`src/sv/s5hp_pkg.sv`:
```
`default_nettype none

package s5hp_pkg;

  // length of the hex hash carried in the domain field
  localparam int unsigned HASH_LEN = 40;

  // address width of the hash memory
  localparam int unsigned HASH_AW = (HASH_LEN > 1) ? $clog2(HASH_LEN) : 1;

  // result index width: wide enough for a hash run plus its verdict and a failure reply
  localparam int unsigned IDX_W = ($clog2(HASH_LEN + 1) > 4) ? $clog2(HASH_LEN + 1) : 4;

  // result runs that the parser hands to the sender
  typedef enum logic [2:0] {
    JOB_REJECT,
    JOB_GREET_OK,
    JOB_GREET_NO,
    JOB_FAIL,
    JOB_ACCEPT
  } job_e;

  typedef struct packed {
    logic       valid;
    job_e       kind;
    logic [7:0] code;
  } job_t;

  // hash memory write port
  typedef struct packed {
    logic               en;
    logic [HASH_AW-1:0] addr;
    logic [7:0]         data;
  } wr_t;

endpackage

`default_nettype wire

```
`src/sv/s5hp_parser.sv`:
```
`default_nettype none

module s5hp_parser import s5hp_pkg::*; (
  input  wire logic       clk_i,
  input  wire logic       rst_ni,
  input  wire logic       acc_i,
  input  wire logic       kind_i,
  input  wire logic [7:0] data_byte_i,
  output job_t            job_o,
  output wr_t             wr_o
);

  localparam logic [2:0] PH_GREET_HDR     = 3'd0;
  localparam logic [2:0] PH_GREET_METHODS = 3'd1;
  localparam logic [2:0] PH_REQUEST       = 3'd2;
  localparam logic [2:0] PH_ACCEPTED      = 3'd3;
  localparam logic [2:0] PH_CLOSED        = 3'd4;

  localparam logic [7:0] SOCKS_VER   = 8'h05;
  localparam logic [7:0] CMD_CONNECT = 8'h01;
  localparam logic [7:0] ATYP_DOMAIN = 8'h03;
  localparam logic [7:0] M_NOAUTH    = 8'h00;
  localparam logic [7:0] REP_CMD     = 8'h07;
  localparam logic [7:0] REP_ATYP    = 8'h08;
  localparam logic [7:0] REP_HOST    = 8'h04;

  logic [2:0] phase_q, phase_d;
  logic [8:0] bc_q, bc_d;
  logic [7:0] ll_q, ll_d;
  logic       noauth_q, noauth_d;
  logic       hdr_ok_q, hdr_ok_d;
  logic       hex_ok_q, hex_ok_d;

  logic [8:0] bc_inc;
  logic [8:0] pos;
  logic       noauth_n;

  function automatic logic is_hex(logic [7:0] c);
    return (c inside {["0":"9"], ["a":"f"], ["A":"F"]});
  endfunction

  function automatic logic [7:0] to_lower(logic [7:0] c);
    return (c inside {["A":"F"]}) ? c + 8'h20 : c;
  endfunction

  assign bc_inc   = bc_q + 9'd1;
  assign pos      = bc_q - 9'd5;
  assign noauth_n = noauth_q | (data_byte_i == M_NOAUTH);

  // per-beat parse of the greeting and request
  always_comb begin
    phase_d  = phase_q;
    bc_d     = bc_q;
    ll_d     = ll_q;
    noauth_d = noauth_q;
    hdr_ok_d = hdr_ok_q;
    hex_ok_d = hex_ok_q;
    job_o.valid = 1'b0;
    job_o.kind  = JOB_REJECT;
    job_o.code  = 8'h00;
    wr_o.en     = 1'b0;
    wr_o.addr   = pos[HASH_AW-1:0];
    wr_o.data   = to_lower(data_byte_i);

    if (acc_i && kind_i) begin
      // new session
      phase_d  = PH_GREET_HDR;
      bc_d     = '0;
      ll_d     = '0;
      noauth_d = 1'b0;
      hdr_ok_d = 1'b0;
      hex_ok_d = 1'b1;
    end else if (acc_i) begin
      case (phase_q)
        PH_GREET_HDR: begin
          if (bc_q == 9'd0) begin
            hdr_ok_d = (data_byte_i == SOCKS_VER);
            bc_d     = 9'd1;
          end else if (!hdr_ok_q) begin
            phase_d     = PH_CLOSED;
            job_o.valid = 1'b1;
            job_o.kind  = JOB_REJECT;
          end else begin
            ll_d     = data_byte_i;
            noauth_d = 1'b0;
            bc_d     = '0;
            if (data_byte_i == 8'h00) begin
              phase_d     = PH_CLOSED;
              job_o.valid = 1'b1;
              job_o.kind  = JOB_GREET_NO;
            end else begin
              phase_d = PH_GREET_METHODS;
            end
          end
        end

        PH_GREET_METHODS: begin
          noauth_d = noauth_n;
          bc_d     = bc_inc;
          if (bc_inc >= {1'b0, ll_q}) begin
            job_o.valid = 1'b1;
            if (noauth_n) begin
              job_o.kind = JOB_GREET_OK;
              phase_d    = PH_REQUEST;
              bc_d       = '0;
              hdr_ok_d   = 1'b0;
              ll_d       = '0;
            end else begin
              job_o.kind = JOB_GREET_NO;
              phase_d    = PH_CLOSED;
            end
          end
        end

        PH_REQUEST: begin
          bc_d = bc_inc;
          if (bc_q == 9'd0) begin
            hdr_ok_d = (data_byte_i == SOCKS_VER);
          end else if (bc_q == 9'd1) begin
            if (data_byte_i != CMD_CONNECT) hdr_ok_d = 1'b0;
          end else if (bc_q == 9'd3) begin
            ll_d = data_byte_i;
          end else if (bc_q == 9'd4) begin
            if (!hdr_ok_q) begin
              bc_d        = bc_q;
              phase_d     = PH_CLOSED;
              job_o.valid = 1'b1;
              job_o.kind  = JOB_FAIL;
              job_o.code  = REP_CMD;
            end else if (ll_q != ATYP_DOMAIN) begin
              bc_d        = bc_q;
              phase_d     = PH_CLOSED;
              job_o.valid = 1'b1;
              job_o.kind  = JOB_FAIL;
              job_o.code  = REP_ATYP;
            end else begin
              ll_d     = data_byte_i;
              hex_ok_d = 1'b1;
            end
          end else if (bc_q >= 9'd5) begin
            // store one hash character
            if (pos < {1'b0, ll_q} && ll_q == 8'(HASH_LEN) && pos < 9'(HASH_LEN)) begin
              if (!is_hex(data_byte_i)) hex_ok_d = 1'b0;
              wr_o.en = 1'b1;
            end
            // second port byte closes the request
            if (pos == {1'b0, ll_q} + 9'd1) begin
              bc_d        = bc_q;
              job_o.valid = 1'b1;
              if (ll_q != 8'(HASH_LEN) || !hex_ok_q) begin
                phase_d    = PH_CLOSED;
                job_o.kind = JOB_FAIL;
                job_o.code = REP_HOST;
              end else begin
                phase_d    = PH_ACCEPTED;
                job_o.kind = JOB_ACCEPT;
              end
            end
          end
        end

        default: begin
          // accepted or closed: beats are dropped
        end
      endcase
    end
  end

  always_ff @(posedge clk_i or negedge rst_ni) begin
    if (!rst_ni) begin
      phase_q  <= PH_GREET_HDR;
      bc_q     <= '0;
      ll_q     <= '0;
      noauth_q <= 1'b0;
      hdr_ok_q <= 1'b0;
      hex_ok_q <= 1'b1;
    end else begin
      phase_q  <= phase_d;
      bc_q     <= bc_d;
      ll_q     <= ll_d;
      noauth_q <= noauth_d;
      hdr_ok_q <= hdr_ok_d;
      hex_ok_q <= hex_ok_d;
    end
  end

  // hash writes happen only while parsing the request
  a_wr_in_request: assert property (@(posedge clk_i) disable iff (!rst_ni)
    wr_o.en |-> phase_q == PH_REQUEST)
    else $error("hash write outside request phase");

  // a result run always leaves the session in request, accepted or closed
  a_job_phase: assert property (@(posedge clk_i) disable iff (!rst_ni)
    job_o.valid |=> (phase_q == PH_REQUEST || phase_q == PH_ACCEPTED ||
                     phase_q == PH_CLOSED))
    else $error("result run left session in a parsing phase");

  // the greeting header holds at most the version byte
  a_hdr_count: assert property (@(posedge clk_i) disable iff (!rst_ni)
    phase_q == PH_GREET_HDR |-> bc_q <= 9'd1)
    else $error("greeting header count out of range");

endmodule

`default_nettype wire

```
`src/sv/s5hp_emit.sv`:
```
`default_nettype none

module s5hp_emit import s5hp_pkg::*; (
  input  wire logic       clk_i,
  input  wire logic       rst_ni,
  input  job_t            job_i,
  input  wr_t             wr_i,
  output logic            busy_o,
  output logic            out_valid_o,
  input  wire logic       out_stall_i,
  output logic [1:0]      out_kind_o,
  output logic [7:0]      out_byte_o,
  output logic            verdict_o,
  output logic            last_o
);

  localparam logic [1:0] OK_REPLY   = 2'd0;
  localparam logic [1:0] OK_HASH    = 2'd1;
  localparam logic [1:0] OK_VERDICT = 2'd2;

  localparam logic [7:0] SOCKS_VER  = 8'h05;
  localparam logic [7:0] M_NONE     = 8'hff;
  localparam logic [7:0] ATYP_IPV4  = 8'h01;

  typedef struct packed {
    logic [1:0] okind;
    logic [7:0] obyte;
    logic       verdict;
    logic       last;
    logic       from_mem;
  } item_t;

  // one result of a run, by position
  function automatic item_t item_at(job_e kind, logic [7:0] code, logic [IDX_W-1:0] idx);
    item_t it;
    it = '0;
    it.okind = OK_REPLY;
    case (kind)
      JOB_GREET_OK: begin
        it.obyte = (idx == '0) ? SOCKS_VER : 8'h00;
        it.last  = (idx == IDX_W'(1));
      end
      JOB_GREET_NO: begin
        if (idx == '0) begin
          it.obyte = SOCKS_VER;
        end else if (idx == IDX_W'(1)) begin
          it.obyte = M_NONE;
        end else begin
          it.okind   = OK_VERDICT;
          it.verdict = 1'b1;
          it.last    = 1'b1;
        end
      end
      JOB_FAIL: begin
        if (idx == '0) begin
          it.obyte = SOCKS_VER;
        end else if (idx == IDX_W'(1)) begin
          it.obyte = code;
        end else if (idx == IDX_W'(3)) begin
          it.obyte = ATYP_IPV4;
        end else if (idx == IDX_W'(10)) begin
          it.okind   = OK_VERDICT;
          it.verdict = 1'b1;
          it.last    = 1'b1;
        end
      end
      JOB_ACCEPT: begin
        if (idx == IDX_W'(HASH_LEN)) begin
          it.okind = OK_VERDICT;
          it.last  = 1'b1;
        end else begin
          it.okind    = OK_HASH;
          it.from_mem = 1'b1;
        end
      end
      default: begin
        it.okind   = OK_VERDICT;
        it.verdict = 1'b1;
        it.last    = 1'b1;
      end
    endcase
    return it;
  endfunction

  logic [7:0]       mem_q [HASH_LEN];
  logic [7:0]       rd_data_q;

  logic             job_active_q;
  job_e             job_kind_q;
  logic [7:0]       job_code_q;
  logic [IDX_W-1:0] idx_q;

  logic             out_valid_q;
  logic [1:0]       out_kind_q;
  logic [7:0]       out_byte_q;
  logic             verdict_q;
  logic             last_q;
  logic             from_mem_q;

  item_t            cur;
  logic             adv;

  assign cur    = item_at(job_kind_q, job_code_q, idx_q);
  assign adv    = job_active_q && (!out_valid_q || !out_stall_i);
  assign busy_o = job_active_q;

  // hash memory write port
  always_ff @(posedge clk_i) begin
    if (wr_i.en) mem_q[wr_i.addr] <= wr_i.data;
  end

  // hash memory read port, registered read
  always_ff @(posedge clk_i) begin
    if (adv && cur.from_mem) rd_data_q <= mem_q[idx_q[HASH_AW-1:0]];
  end

  // run sequencer and output valid
  always_ff @(posedge clk_i or negedge rst_ni) begin
    if (!rst_ni) begin
      job_active_q <= 1'b0;
      idx_q        <= '0;
      out_valid_q  <= 1'b0;
    end else begin
      if (job_i.valid) begin
        job_active_q <= 1'b1;
        idx_q        <= '0;
      end else if (adv) begin
        idx_q <= idx_q + IDX_W'(1);
        if (cur.last) job_active_q <= 1'b0;
      end
      if (adv) begin
        out_valid_q <= 1'b1;
      end else if (!out_stall_i) begin
        out_valid_q <= 1'b0;
      end
    end
  end

  // run descriptor and output payload
  always_ff @(posedge clk_i) begin
    if (job_i.valid) begin
      job_kind_q <= job_i.kind;
      job_code_q <= job_i.code;
    end
    if (adv) begin
      out_kind_q <= cur.okind;
      out_byte_q <= cur.obyte;
      verdict_q  <= cur.verdict;
      last_q     <= cur.last;
      from_mem_q <= cur.from_mem;
    end
  end

  assign out_valid_o = out_valid_q;
  assign out_kind_o  = out_kind_q;
  assign out_byte_o  = from_mem_q ? rd_data_q : out_byte_q;
  assign verdict_o   = verdict_q;
  assign last_o      = last_q;

  // a new run never lands on one still being sent
  a_load_idle: assert property (@(posedge clk_i) disable iff (!rst_ni)
    job_i.valid |-> !job_active_q)
    else $error("run loaded while sender busy");

  // the last result of a run frees the sender
  a_last_ends: assert property (@(posedge clk_i) disable iff (!rst_ni)
    (adv && cur.last) |=> !job_active_q)
    else $error("sender still busy after last result");

  // a verdict always closes its run
  a_verdict_last: assert property (@(posedge clk_i) disable iff (!rst_ni)
    (out_valid_q && out_kind_q == OK_VERDICT) |-> last_q)
    else $error("verdict not marked last");

endmodule

`default_nettype wire

```
`src/sv/socks5_connect_handshake_parser_top.sv`:
```
// Server side of a SOCKS5 greeting and CONNECT request for one session.
// Input channel: in_valid_i / in_stall_o, one beat per client byte (kind_i = 0)
// or a new-session marker (kind_i = 1, data_byte_i ignored).
// Output channel: out_valid_o / out_stall_i, one beat per result: reply byte,
// lower-case hash character or session verdict; last_o marks the end of the
// results caused by one input beat.
// Throughput: a beat that causes no result is taken every cycle. A beat that
// causes N results (2, 3, 1, 11 or HASH_LEN + 1) holds in_stall_o high until
// its run is sent; while out_stall_i is low the sender moves one result per
// cycle through the single read port of the hash memory. The first result
// shows once the run is loaded into the sender and then the output register.
// When out_stall_i is high the output register holds its beat and the run
// pauses; input beats wait behind it.
// Reset puts the session in the greeting phase with the output empty. The
// hash memory needs no clearing: a run reads only entries written earlier in
// the same request.
`default_nettype none

module socks5_connect_handshake_parser_top import s5hp_pkg::*; (
  input  wire logic       clk_i,
  input  wire logic       rst_ni,
  input  wire logic       in_valid_i,
  output logic            in_stall_o,
  input  wire logic       kind_i,
  input  wire logic [7:0] data_byte_i,
  output logic            out_valid_o,
  input  wire logic       out_stall_i,
  output logic [1:0]      out_kind_o,
  output logic [7:0]      out_byte_o,
  output logic            verdict_o,
  output logic            last_o
);

  job_t job;
  wr_t  wr;
  logic busy;
  logic acc;

  // input beats wait while a result run is in flight
  assign in_stall_o = busy;
  assign acc        = in_valid_i && !busy;

  s5hp_parser u_parser (
    .clk_i       (clk_i),
    .rst_ni      (rst_ni),
    .acc_i       (acc),
    .kind_i      (kind_i),
    .data_byte_i (data_byte_i),
    .job_o       (job),
    .wr_o        (wr)
  );

  s5hp_emit u_emit (
    .clk_i       (clk_i),
    .rst_ni      (rst_ni),
    .job_i       (job),
    .wr_i        (wr),
    .busy_o      (busy),
    .out_valid_o (out_valid_o),
    .out_stall_i (out_stall_i),
    .out_kind_o  (out_kind_o),
    .out_byte_o  (out_byte_o),
    .verdict_o   (verdict_o),
    .last_o      (last_o)
  );

endmodule

`default_nettype wire

```
`config.mk`:
```
export PLATFORM = sky130hd
export DESIGN_NAME = socks5_connect_handshake_parser_top
export DESIGN_NICKNAME = d
export VERILOG_FILES = /design/src/sv/s5hp_pkg.sv /design/src/sv/s5hp_parser.sv /design/src/sv/s5hp_emit.sv /design/src/sv/socks5_connect_handshake_parser_top.sv
export SDC_FILE = /design/constraint.sdc
export NUM_CORES = 1
export LEC_CHECK = 0
export BUFFER_PORTS_ARGS = -buffer_cell sky130_fd_sc_hd__buf_2
export CORE_ASPECT_RATIO = 2
export CORE_MARGIN = 8
export CORE_UTILIZATION = 35
export DETAILED_ROUTE_END_ITERATION = 8
export GPL_ROUTABILITY_DRIVEN = 0
export HOLD_SLACK_MARGIN = 0.1
export SLEW_MARGIN = 10
export SYNTH_ARGS = -nofsm -noshare
export SYNTH_HDL_FRONTEND = slang
export SYNTH_SLANG_ARGS = --single-unit
```
`constraint.sdc`:
```
create_clock -name clk_i -period 4.01 [get_ports clk_i]
set_input_delay 0.802 -clock clk_i [delete_from_list [all_inputs] [get_ports clk_i]]
set_output_delay 0.802 -clock clk_i [all_outputs]
set_load 0.1 [all_outputs]
```
Word-level counts from Yosys, hierarchy flattened. Memories as Yosys holds them, arrays and structs flattened. A register that Yosys moved wholly into a read port is not among the register bits. Index checks and enable logic that the tools add are counted. Widths: inputs -> output; s select.

$add $sub $neg: 5. Muxes and demuxes: 136. Bitwise gates (word level): 3. Equal/unequal tests: 46. Shift operators: 0. Divide/modulo/power cells: 0. Order comparisons: 10. Reductions and logical operators: 38. Multipliers: 0.

Operators by type and width (number): $mux 8 (19); $mux 9 (14); $mux 12 (10); $mux 3 (19); $pmux 8 s3 (2); $mux 1 (44); $mux 2 (14); $ne 4x1->1 const B (7); $pmux 9 s3 (1); $reduce_and 10->1 (2); $ne 3x1->1 const B (6); $ge 8x7->1 const B (2); $le 8x7->1 const B (2); $mux 4 (4); $ne 3x2->1 const B (5); $mux 6 (2); $pmux 4 s3 (1); $reduce_bool 3->1 (4); $reduce_and 11->1 (1); $add 8x1->9 const B (1); $add 9x1->9 const B (1); $eq 3x2->1 const B (3); $eq 9x1->1 const B (1); $eq 9x2->1 const B (1); 50 further kinds (72).

Memories kept: 1. Output and inout bits: 14. Bits in writable memories: 320. Register bits: 55. Logic and storage cells: 255. ROM bits: 0. Bits in latches: 0.

Memory list: u_emit.mem_q (words 40, width 8, rd ports 1, clocked after memory_dff 1, wr ports 1, RTL line s5hp_emit.sv:85) `logic [7:0] mem_q [HASH_LEN];`.

Depth between registers and ports, before layout. Gate-level depths: netlist of run 1.

Word-level depth: 15. Depth in mapped cells: 16. Gate-level depth less buffers: 14.

Cells and area by module. Synthesis of run 1 repeated with hierarchy kept, for this count alone.

Cells, all modules: 1076. Area, all modules: 17067.6 sq um.

Modules (own cells, without submodules): s5hp_emit (cells an instance 718, area an instance 14199.9 sq um, sequential area each 10770.3 sq um, instances 1); s5hp_parser (cells an instance 357, area an instance 2854.0 sq um, sequential area each 576.8 sq um, instances 1); socks5_connect_handshake_parser_top (cells an instance 1, area an instance 13.8 sq um, sequential area each 0.0 sq um, instances 1).

Worst setup path before layout of run 1. OpenSTA, ideal clock, no wires.

Kind: register -> register. Start point: register u_parser.bc_q[0]. End point: memory u_emit.mem_q[19][0] (enable). Setup slack: -182 ps. Data arrival time: 3797 ps. Data required time: 3615 ps. Buffers on the path: 3. Clock period less this slack: 4192 ps. Cell stages (with the launch flop): 14. Cell sequence: dfrtp_1 -> buf_1 -> inv_1 -> ha_1 -> xor2_1 -> clkbuf_1 -> clkinv_1 -> ha_1 -> o21a_1 -> o21ai_0 -> a21o_1 -> a21oi_1 -> clkbuf_1 -> nor4_1.

Word-level cells in the longest chain between the ends: 15.

Ends and longest elaborated chain: start: declaration (RTL line s5hp_parser.sv:28) `logic [8:0] bc_q, bc_d;`; $sub 9x3->9 (RTL line s5hp_parser.sv:47) `assign pos = bc_q - 9'd5;`; $lt 9x8->1 (RTL line s5hp_parser.sv:142) `if (pos < {1'b0, ll_q} && ll_q == 8'(HASH_LEN) && pos < 9'(HASH_LEN)) begin`; $logic_and 1x1->1 (2 in series) (RTL line s5hp_parser.sv:142); $mux 1 (RTL line s5hp_parser.sv:142); $mux 1 (RTL line s5hp_parser.sv:140) `end else if (bc_q >= 9'd5) begin`; $mux 1 (RTL line s5hp_parser.sv:123) `end else if (bc_q == 9'd4) begin`; $mux 1 (RTL line s5hp_parser.sv:121) `end else if (bc_q == 9'd3) begin`; $mux 1 (RTL line s5hp_parser.sv:119) `end else if (bc_q == 9'd1) begin`; $mux 1 (RTL line s5hp_parser.sv:117) `if (bc_q == 9'd0) begin`; $mux 1 (RTL line s5hp_parser.sv:74) `case (phase_q)`; $mux 1 (RTL line s5hp_parser.sv:73) `end else if (acc_i) begin`; $mux 1 (RTL line s5hp_parser.sv:65) `if (acc_i && kind_i) begin`; $mux 1 (RTL line s5hp_emit.sv:109) `if (wr_i.en) mem_q[wr_i.addr] <= wr_i.data;`; $mux 1 (implied by the code) (RTL line s5hp_emit.sv:109); end: declaration (RTL line s5hp_emit.sv:85).

Parallel ways exist; a longest one is shown, timed or not.

==> flow_metrics.tcl, run 1 <==
set metrics [dict create \
    fin_hold_ws_ns 0.3298 \
    finalCoreUtilization_pct 40.72 \
    synth_top_family_by_area "multiplexers" \
    synth_xor_area_share_pct 1.482 \
    grt_first_pass_wirelength_um 68340 \
    p_int_mw 7.779 \
    grt.overflow.total 0 \
    placement.setup.worst_slack_ns 0.2432 \
    dieArea_mm2 0.05569 \
    synth_sequential_area_ratio_pct 66.11 \
    critical_path.endpoint_type "flop" \
    routed_via_density 5.512 \
    worstPathMaxFanout 11 \
    first_pass_iters 5 \
    period_share_pct 96.89 \
    yosysTopAreaCell "sky130_fd_sc_hd__edfxtp_1" \
    htreeDepth 1 \
    synth-edff-count 344 \
    syn_area_mm2 0.01680 \
    worstPathCellList "inv_1 > ha_1 > xnor2_1 > a211oi_1 > o21ai_0 > or4_1 > a2111oi_4 > o21ai_2 > a21oi_1" \
    routedWlPerCell_um 25.67 \
    ant_nets 0 \
    starting_density_of_the_core_pct 35.36 \
    mappedNetlistNets 1090 \
    p_comb_share_pct 31.4 \
    final_layout_size_suffix_gt1_share_pct 25.60 \
    port-buffer-count 26 \
    synth_compound_area_share_pct 5.616 \
    reported_net_switching_power_mw 3.831 \
    finalHoldViolations 0 \
    drv_slew 0 \
    routed_wirelength_um 46000 \
    power.sequential.fraction_pct 40.7 \
    worstMarginPinSlew_ns 0.9423 \
    synthDistinctLibCells 71 \
    synth.ff_latch_count 375 \
    maxSlewHeadroom_pct 37.18 \
    clock_pin_slew_on_the_worst_setup_and_hold_paths_ns 0.08 \
    max_clock_freq_ghz 0.2574 \
    cts-root-to-sink-buffers 3 \
    grt_setup_unrepaired "no" \
    period_minus_slack_ns 3.885 \
    crit-reg2reg-launch "u_parser.bc_q[0]" \
    grt_util_all_layers_pct 16.67 \
    route.vias.total 9877 \
    timing_worst_setup_path_type "reg2reg" \
    ctsRootBufferMaster "sky130_fd_sc_hd__clkbuf_16" \
    layout_skew_ns 0.01928 \
    drt_first_iter_violations 742 \
    reg2reg_setup_slack_ns 0.12 \
    post_synth_mux_area_share_pct 14.35 \
    power.density_cell_area_mw_per_mm2 600.1 \
    cp.required_ns 4.22 \
    top_level_ports 27 \
    postLayoutSetupSlackWorst_ns 0.1245 \
    cts_repair_resize_count 0 \
    cts_setup_buffers 0 \
    hpwl_after_detailed_placement_um 33560 \
    crit_path_start_kind "flop" \
    cts-hold-fix-buffers 0 \
    final.setup.tns_ns 0 \
    first_global_vias 10380 \
    worstHoldPathType "in2async" \
    synthFlopType "sky130_fd_sc_hd__edfxtp_1" \
    worstPathArrival_ns 4.10 \
    max_stage_delay_ns 0.62 \
    synthesis.instances 1050 \
    core_area_mm2 0.04751 \
    tritoncts_clock_tree "built" \
    async_reset_ff_share_pct 8.267 \
    finalPower_mw 11.61 \
    grt_start_max_net_pins 49 \
    yosys_warnings 0 \
    antenna_found_initial 0 \
    post_synth.cell_area_avg_um2 16.00 \
    outcome "finished, final reports clean" \
    row_count 113 \
    timing.reg2reg.worst_path_depth 9 \
    tritoncts_buffers 31 \
    design.final.nets 1176 \
    yosys.area_share.simple_pct 8.252 \
    remaining_design_rule_violation_count 0 \
    drv_cap 0 \
    synth_top_area_share_pct 61.49 \
    growth_of_design_area_from_synthesis_to_finish_pct 15.15 \
    power.switching_fraction_pct 33.00 \
    cts.sink_count 375 \
    crit_slowest_cell "sky130_fd_sc_hd__or4_1" \
    worstReg2RegEnd "u_emit.job_kind_q[1]" \
    die-height_um 325.8 \
    synth_adder_area_share_pct 2.011 \
    antenna_cells 0 \
    power.static_leakage_nw 6.421 \
    final_common_cell "sky130_fd_sc_hd__edfxtp_1" \
    setup_violations 0 \
    floorplan_die_width_um 170.9 \
    yosys-top-cells-area "sky130_fd_sc_hd__edfxtp_1, sky130_fd_sc_hd__mux4_2, sky130_fd_sc_hd__dfrtp_1, sky130_fd_sc_hd__ha_1, sky130_fd_sc_hd__nand2_1" \
    worstSkewPairLatency_ns 0.57 \
    ir_worst_vdd_v 0.0003290 \
    fill_cells 4370 \
    most_frequent_cells_in_the_layout "sky130_fd_sc_hd__edfxtp_1, sky130_fd_sc_hd__mux4_2, sky130_fd_sc_hd__buf_4" \
    clock_power_share_pct 27.8 \
]
worst max-delay path, delay by kind of cell, from the launching register on:
family                   cells  cell delay (ns)
AO/OA/AOI/OAI                5             1.51
XOR/XNOR                     1             0.13
AND/OR/NAND/NOR              1             0.62
buffers and inverters        1             0.19
adder cells (fa/ha/maj)      1             0.58
flip-flops                   1             0.49
layer usage:
layer  vias to the layer above  global-route usage, %  part of all wire [%]
li1                       4357                      -                     -
met1                      5120                  16.35                    33
met2                       295                  33.08                    58
met3                       105                  1.636                   3.1
met4                         0                  8.829                   5.7
met5                         -                      0                     0
worst max-delay path by stage:
stage	to	cells past startpoint	startpoint
after floorplan	u_emit.mem_q[19][0]	13	u_parser.bc_q[0]
after global placement	u_emit.job_code_q[2]	9	u_parser.bc_q[0]
after detailed placement	u_emit.job_code_q[2]	9	u_parser.bc_q[0]
after CTS	u_emit.job_code_q[2]	9	u_parser.bc_q[0]
after global routing	u_emit.job_code_q[1]	9	u_parser.bc_q[0]
final	u_emit.job_kind_q[1]	9	u_parser.bc_q[0]
layout make-up:
class / instances / area (um2) / area share (%)
Clock buffer: 34 / 787.0 / 4.068
Clock inverter: 23 / 291.5 / 1.507
Inverter: 31 / 116.4 / 0.6015
Multi-Input combinational cell: 585 / 5418 / 28.01
Sequential cell: 375 / 11120 / 57.46
Tap cell: 632 / 790.8 / 4.088
Timing Repair Buffer: 112 / 825.8 / 4.269
sequential cells by signal, summed over array words and instances, names as in the netlist, 2 cells and up:
| name | flops |
|---|---|
| u_parser.ll_q | 8 |
| u_parser.bc_q | 9 |
| u_emit.out_byte_q | 5 |
| u_emit.job_kind_q | 3 |
| u_emit.rd_data_q | 8 |
| u_emit.mem_q | 320 |
| u_parser.phase_q | 3 |
| u_emit.out_kind_o | 2 |
| u_emit.job_code_q | 3 |
| u_emit.idx_q | 6 |
power by group through the flow:
stage	clock network, mW	registers [mW]	logic (mW)
global placement	0	4.82	3.62
floorplan	0	4.58	2.60
detailed placement	0	4.83	3.67
global route	3.41	4.76	3.88
CTS	3.29	4.74	3.67
finish	3.23	4.73	3.65
cells by family (layout without fill, tap and decap cells):
kind of cell,count (synthesis),in the layout
xor gates and xnor gates,26,26
AOI/OAI and AO/OA,137,137
buffers and inverters,90,200
DFF,375,375
muxes,120,120
adders and majority gates,27,27
and+or+nand+nor,275,275
through the flow:
step | cells | cell area, um2
2_1_floorplan | 1050 | 16800
3_3_place_gp | 1735 | 18270
3_5_place_dp | 1735 | 18270
4_1_cts | 1792 | 19340
5_1_grt | 1792 | 19340
6_report | 1792 | 19340
cell usage after synthesis (3+ instances only):
library cell / n
sky130_fd_sc_hd__o22ai_1: 8
sky130_fd_sc_hd__buf_2: 10
sky130_fd_sc_hd__a221oi_1: 3
sky130_fd_sc_hd__a311oi_1: 3
sky130_fd_sc_hd__nand2b_1: 6
sky130_fd_sc_hd__nand3_1: 17
sky130_fd_sc_hd__a21o_1: 4
sky130_fd_sc_hd__a211oi_1: 17
sky130_fd_sc_hd__xnor2_1: 19
sky130_fd_sc_hd__or2_2: 3
sky130_fd_sc_hd__mux2i_1: 17
sky130_fd_sc_hd__or4_1: 3
sky130_fd_sc_hd__nor2b_1: 11
sky130_fd_sc_hd__o21a_1: 4
sky130_fd_sc_hd__xor2_1: 5
sky130_fd_sc_hd__nor4_1: 31
sky130_fd_sc_hd__nor3_1: 20
sky130_fd_sc_hd__nor2_1: 66
sky130_fd_sc_hd__clkbuf_1: 38
sky130_fd_sc_hd__mux4_2: 96
sky130_fd_sc_hd__inv_1: 28
sky130_fd_sc_hd__o211ai_1: 4
sky130_fd_sc_hd__a21oi_1: 38
sky130_fd_sc_hd__and3_1: 12
sky130_fd_sc_hd__or3_1: 8
sky130_fd_sc_hd__mux2_2: 6
sky130_fd_sc_hd__o41ai_1: 4
sky130_fd_sc_hd__ha_1: 27
sky130_fd_sc_hd__nand2_1: 68
sky130_fd_sc_hd__dfrtp_1: 30
sky130_fd_sc_hd__buf_1: 9
sky130_fd_sc_hd__and4_1: 5
sky130_fd_sc_hd__o21ai_0: 20
sky130_fd_sc_hd__nand4_1: 10
sky130_fd_sc_hd__o211a_1: 6
sky130_fd_sc_hd__and2_1: 3
sky130_fd_sc_hd__edfxtp_1: 344
sky130_fd_sc_hd__a31oi_1: 5
No activity file was read; power rests on OpenSTA's default activity.
==> inputs of run 2 (changes only) <==
--- a/config.mk
+++ b/config.mk
@@ -9,6 +9,8 @@
 export CORE_ASPECT_RATIO = 2
 export CORE_MARGIN = 8
 export CORE_UTILIZATION = 35
+export CTS_BUF_LIST = sky130_fd_sc_hd__clkbuf_4 sky130_fd_sc_hd__clkbuf_8
+export CTS_CLUSTER_SIZE = 40
 export DETAILED_ROUTE_END_ITERATION = 8
 export GPL_ROUTABILITY_DRIVEN = 0
 export HOLD_SLACK_MARGIN = 0.1
==> flow_metrics.tcl, run 2 (synthesis results as in run 1) <==
set metrics [dict create \
    grt_util_all_layers_pct 16.82 \
    cts_setup_buffers 0 \
    htreeDepth 2 \
    ir_worst_vdd_v 0.0003318 \
    design.final.nets 1195 \
    drt_first_iter_violations 855 \
    timing.reg2reg.worst_path_depth 12 \
    fin_hold_ws_ns 0.3065 \
    seqCellArea_mm2 0.01112 \
    growth_of_design_area_from_synthesis_to_finish_pct 14.98 \
    routedWlPerCell_um 25.24 \
    period_share_pct 94.94 \
    cts_repair_resize_count 0 \
    power.density_cell_area_mw_per_mm2 589.6 \
    clock_power_share_pct 26.3 \
    dieArea_mm2 0.05569 \
    outcome "finished, final reports clean" \
    reg2reg_setup_slack_ns 0.20 \
    grt_start_max_net_pins 49 \
    period_minus_slack_ns 3.807 \
    fill_cells 4412 \
    reported_net_switching_power_mw 3.835 \
    starting_density_of_the_core_pct 35.36 \
    ant_nets 0 \
    cp.required_ns 4.29 \
    routed_via_density 5.494 \
    hpwl_after_detailed_placement_um 33560 \
    drv_slew 0 \
    die-height_um 325.8 \
    routed_wirelength_um 46170 \
    largest_register_ffs 320 \
    cts-hold-fix-buffers 0 \
    route.vias.total 10050 \
    timing_worst_setup_path_type "reg2reg" \
    final_layout_size_suffix_gt1_share_pct 26.92 \
    regMostFlops "u_emit.mem_q" \
    top_level_ports 27 \
    worstReg2RegEnd "u_emit.mem_q[10][2]" \
    remaining_design_rule_violation_count 0 \
    power.sequential.fraction_pct 41.6 \
    largestRegisters "u_emit.mem_q x320, u_parser.bc_q x9" \
    first_global_vias 10530 \
    worstSkewPairLatency_ns 0.60 \
    worstPathMaxFanout 9 \
    final_common_cell "sky130_fd_sc_hd__edfxtp_1" \
    ctsRootBufferMaster "sky130_fd_sc_hd__clkbuf_8" \
    row_count 113 \
    power.static_leakage_nw 6.422 \
    most_frequent_cells_in_the_layout "sky130_fd_sc_hd__edfxtp_1, sky130_fd_sc_hd__mux4_2, sky130_fd_sc_hd__buf_4" \
    drv_cap 0 \
    crit_path_start_kind "flop" \
    worstHoldPathType "in2async" \
    grt_setup_unrepaired "no" \
    core_area_mm2 0.04751 \
    multiInputGateArea_mm2 0.005421 \
    layoutNonFillerInstCount 1829 \
    worstPathArrival_ns 4.09 \
    cts.sink_count 375 \
    grt.overflow.total 0 \
    p_comb_share_pct 32.1 \
    floorplan_die_width_um 170.9 \
    crit-reg2reg-launch "u_parser.bc_q[0]" \
    post-route-cell-area_mm2 0.01932 \
    maxSlewHeadroom_pct 38.43 \
    finalHoldViolations 0 \
    tritoncts_buffers 50 \
    tritoncts_clock_tree "built" \
    clock_pin_slew_on_the_worst_setup_and_hold_paths_ns 0.08 \
    p_int_mw 7.554 \
    placed_cells_incl_taps 1735 \
    grt_first_pass_wirelength_um 68760 \
    dpl-instance-area_mm2 0.01827 \
    worstMarginPinSlew_ns 0.9236 \
    first_pass_iters 5 \
    setup_violations 0 \
    layout_skew_ns 0.03710 \
    port-buffer-count 26 \
    antenna_found_initial 1 \
    max_clock_freq_ghz 0.2627 \
    cts-root-to-sink-buffers 3 \
    power.switching_fraction_pct 33.67 \
    critical_path.endpoint_type "flop" \
]
-- run 2: cell count changes in the layout (fill, tap and decap cells not counted), moves of 3 or more --
cell                         change
sky130_fd_sc_hd__clkbuf_1        -3
sky130_fd_sc_hd__clkbuf_16      -31
sky130_fd_sc_hd__clkbuf_4        +8
sky130_fd_sc_hd__clkbuf_8       +51
sky130_fd_sc_hd__clkinv_1       +15
sky130_fd_sc_hd__clkinv_4        -5
sky130_fd_sc_hd__clkinvlp_4      +3
-- run 2: worst max-delay path by stage --
stage                      from                   end  slack [ns]  cells past startpoint
4_1_cts        u_parser.bc_q[0]  u_emit.job_code_q[2]        0.22                      9
5_1_grt        u_parser.bc_q[0]      u_parser.ll_q[2]        0.01                     14
2_1_floorplan  u_parser.bc_q[0]   u_emit.mem_q[19][0]       -0.18                     13
3_5_place_dp   u_parser.bc_q[0]  u_emit.job_code_q[2]        0.24                      9
3_3_place_gp   u_parser.bc_q[0]  u_emit.job_code_q[2]        0.34                      9
6_report       u_parser.bc_q[0]   u_emit.mem_q[10][2]        0.20                     12
-- run 2: layout make-up --
cell class / instances / share of cell area (%)
flip-flops and latches: 375 / 57.55
multi-input cells: 585 / 28.07
repair buffers: 112 / 4.275
well taps: 632 / 4.094
clock buffers: 59 / 3.945
clock inverters: 34 / 1.457
inverters: 31 / 0.6024
diodes: 1 / 0.01296
-- run 2: per-layer routing --
layer / share of wire (%) / global-route usage (%) / routed length [um] / vias to the layer above
li1: - / - / - / 4420
met1: 33 / 16.30 / 15240 / 5204
met2: 57 / 32.87 / 26440 / 315
met3: 3.3 / 1.878 / 1529 / 109
met4: 6.4 / 10.08 / 2947 / 0
met5: 0 / 0 / 0 / -
-- run 2: power by group through the flow --
stage | sequential, mW | clock [mW] | combinational [mW]
floorplan | 4.58 | 0 | 2.60
global placement | 4.82 | 0 | 3.62
detailed placement | 4.83 | 0 | 3.67
CTS | 4.74 | 3.06 | 3.68
global route | 4.76 | 3.20 | 3.89
finish | 4.73 | 3.00 | 3.65
-- run 2: per-stage QoR --
| stage | utilization (%) | TNS [ns] | power, mW | worst slack, ns |
|---|---|---|---|---|
| detailed placement | 38.45 | 0 | 8.493 | 0.2432 |
| CTS | 40.65 | 0 | 11.48 | 0.2216 |
| global route | 40.66 | 0 | 11.86 | 0.01253 |
| floorplan | - | -29.00 | 7.185 | -0.1818 |
| global placement | 38.45 | 0 | 8.435 | 0.3430 |
| finish | 40.66 | 0 | 11.39 | 0.2030 |
-- run 2: worst max-delay path: stages, from the launching register on --
cell and delay [ns]:
sky130_fd_sc_hd__dfrtp_1 0.47, sky130_fd_sc_hd__inv_1 0.21, sky130_fd_sc_hd__ha_1 0.29, sky130_fd_sc_hd__xor2_1 0.34
sky130_fd_sc_hd__clkinv_1 0.34, sky130_fd_sc_hd__ha_1 0.38, sky130_fd_sc_hd__o21a_1 0.10, sky130_fd_sc_hd__o21ai_0 0.22
sky130_fd_sc_hd__a21o_1 0.17, sky130_fd_sc_hd__a21oi_2 0.06, sky130_fd_sc_hd__or3_1 0.53, sky130_fd_sc_hd__nor2_1 0.18
sky130_fd_sc_hd__buf_4 0.19
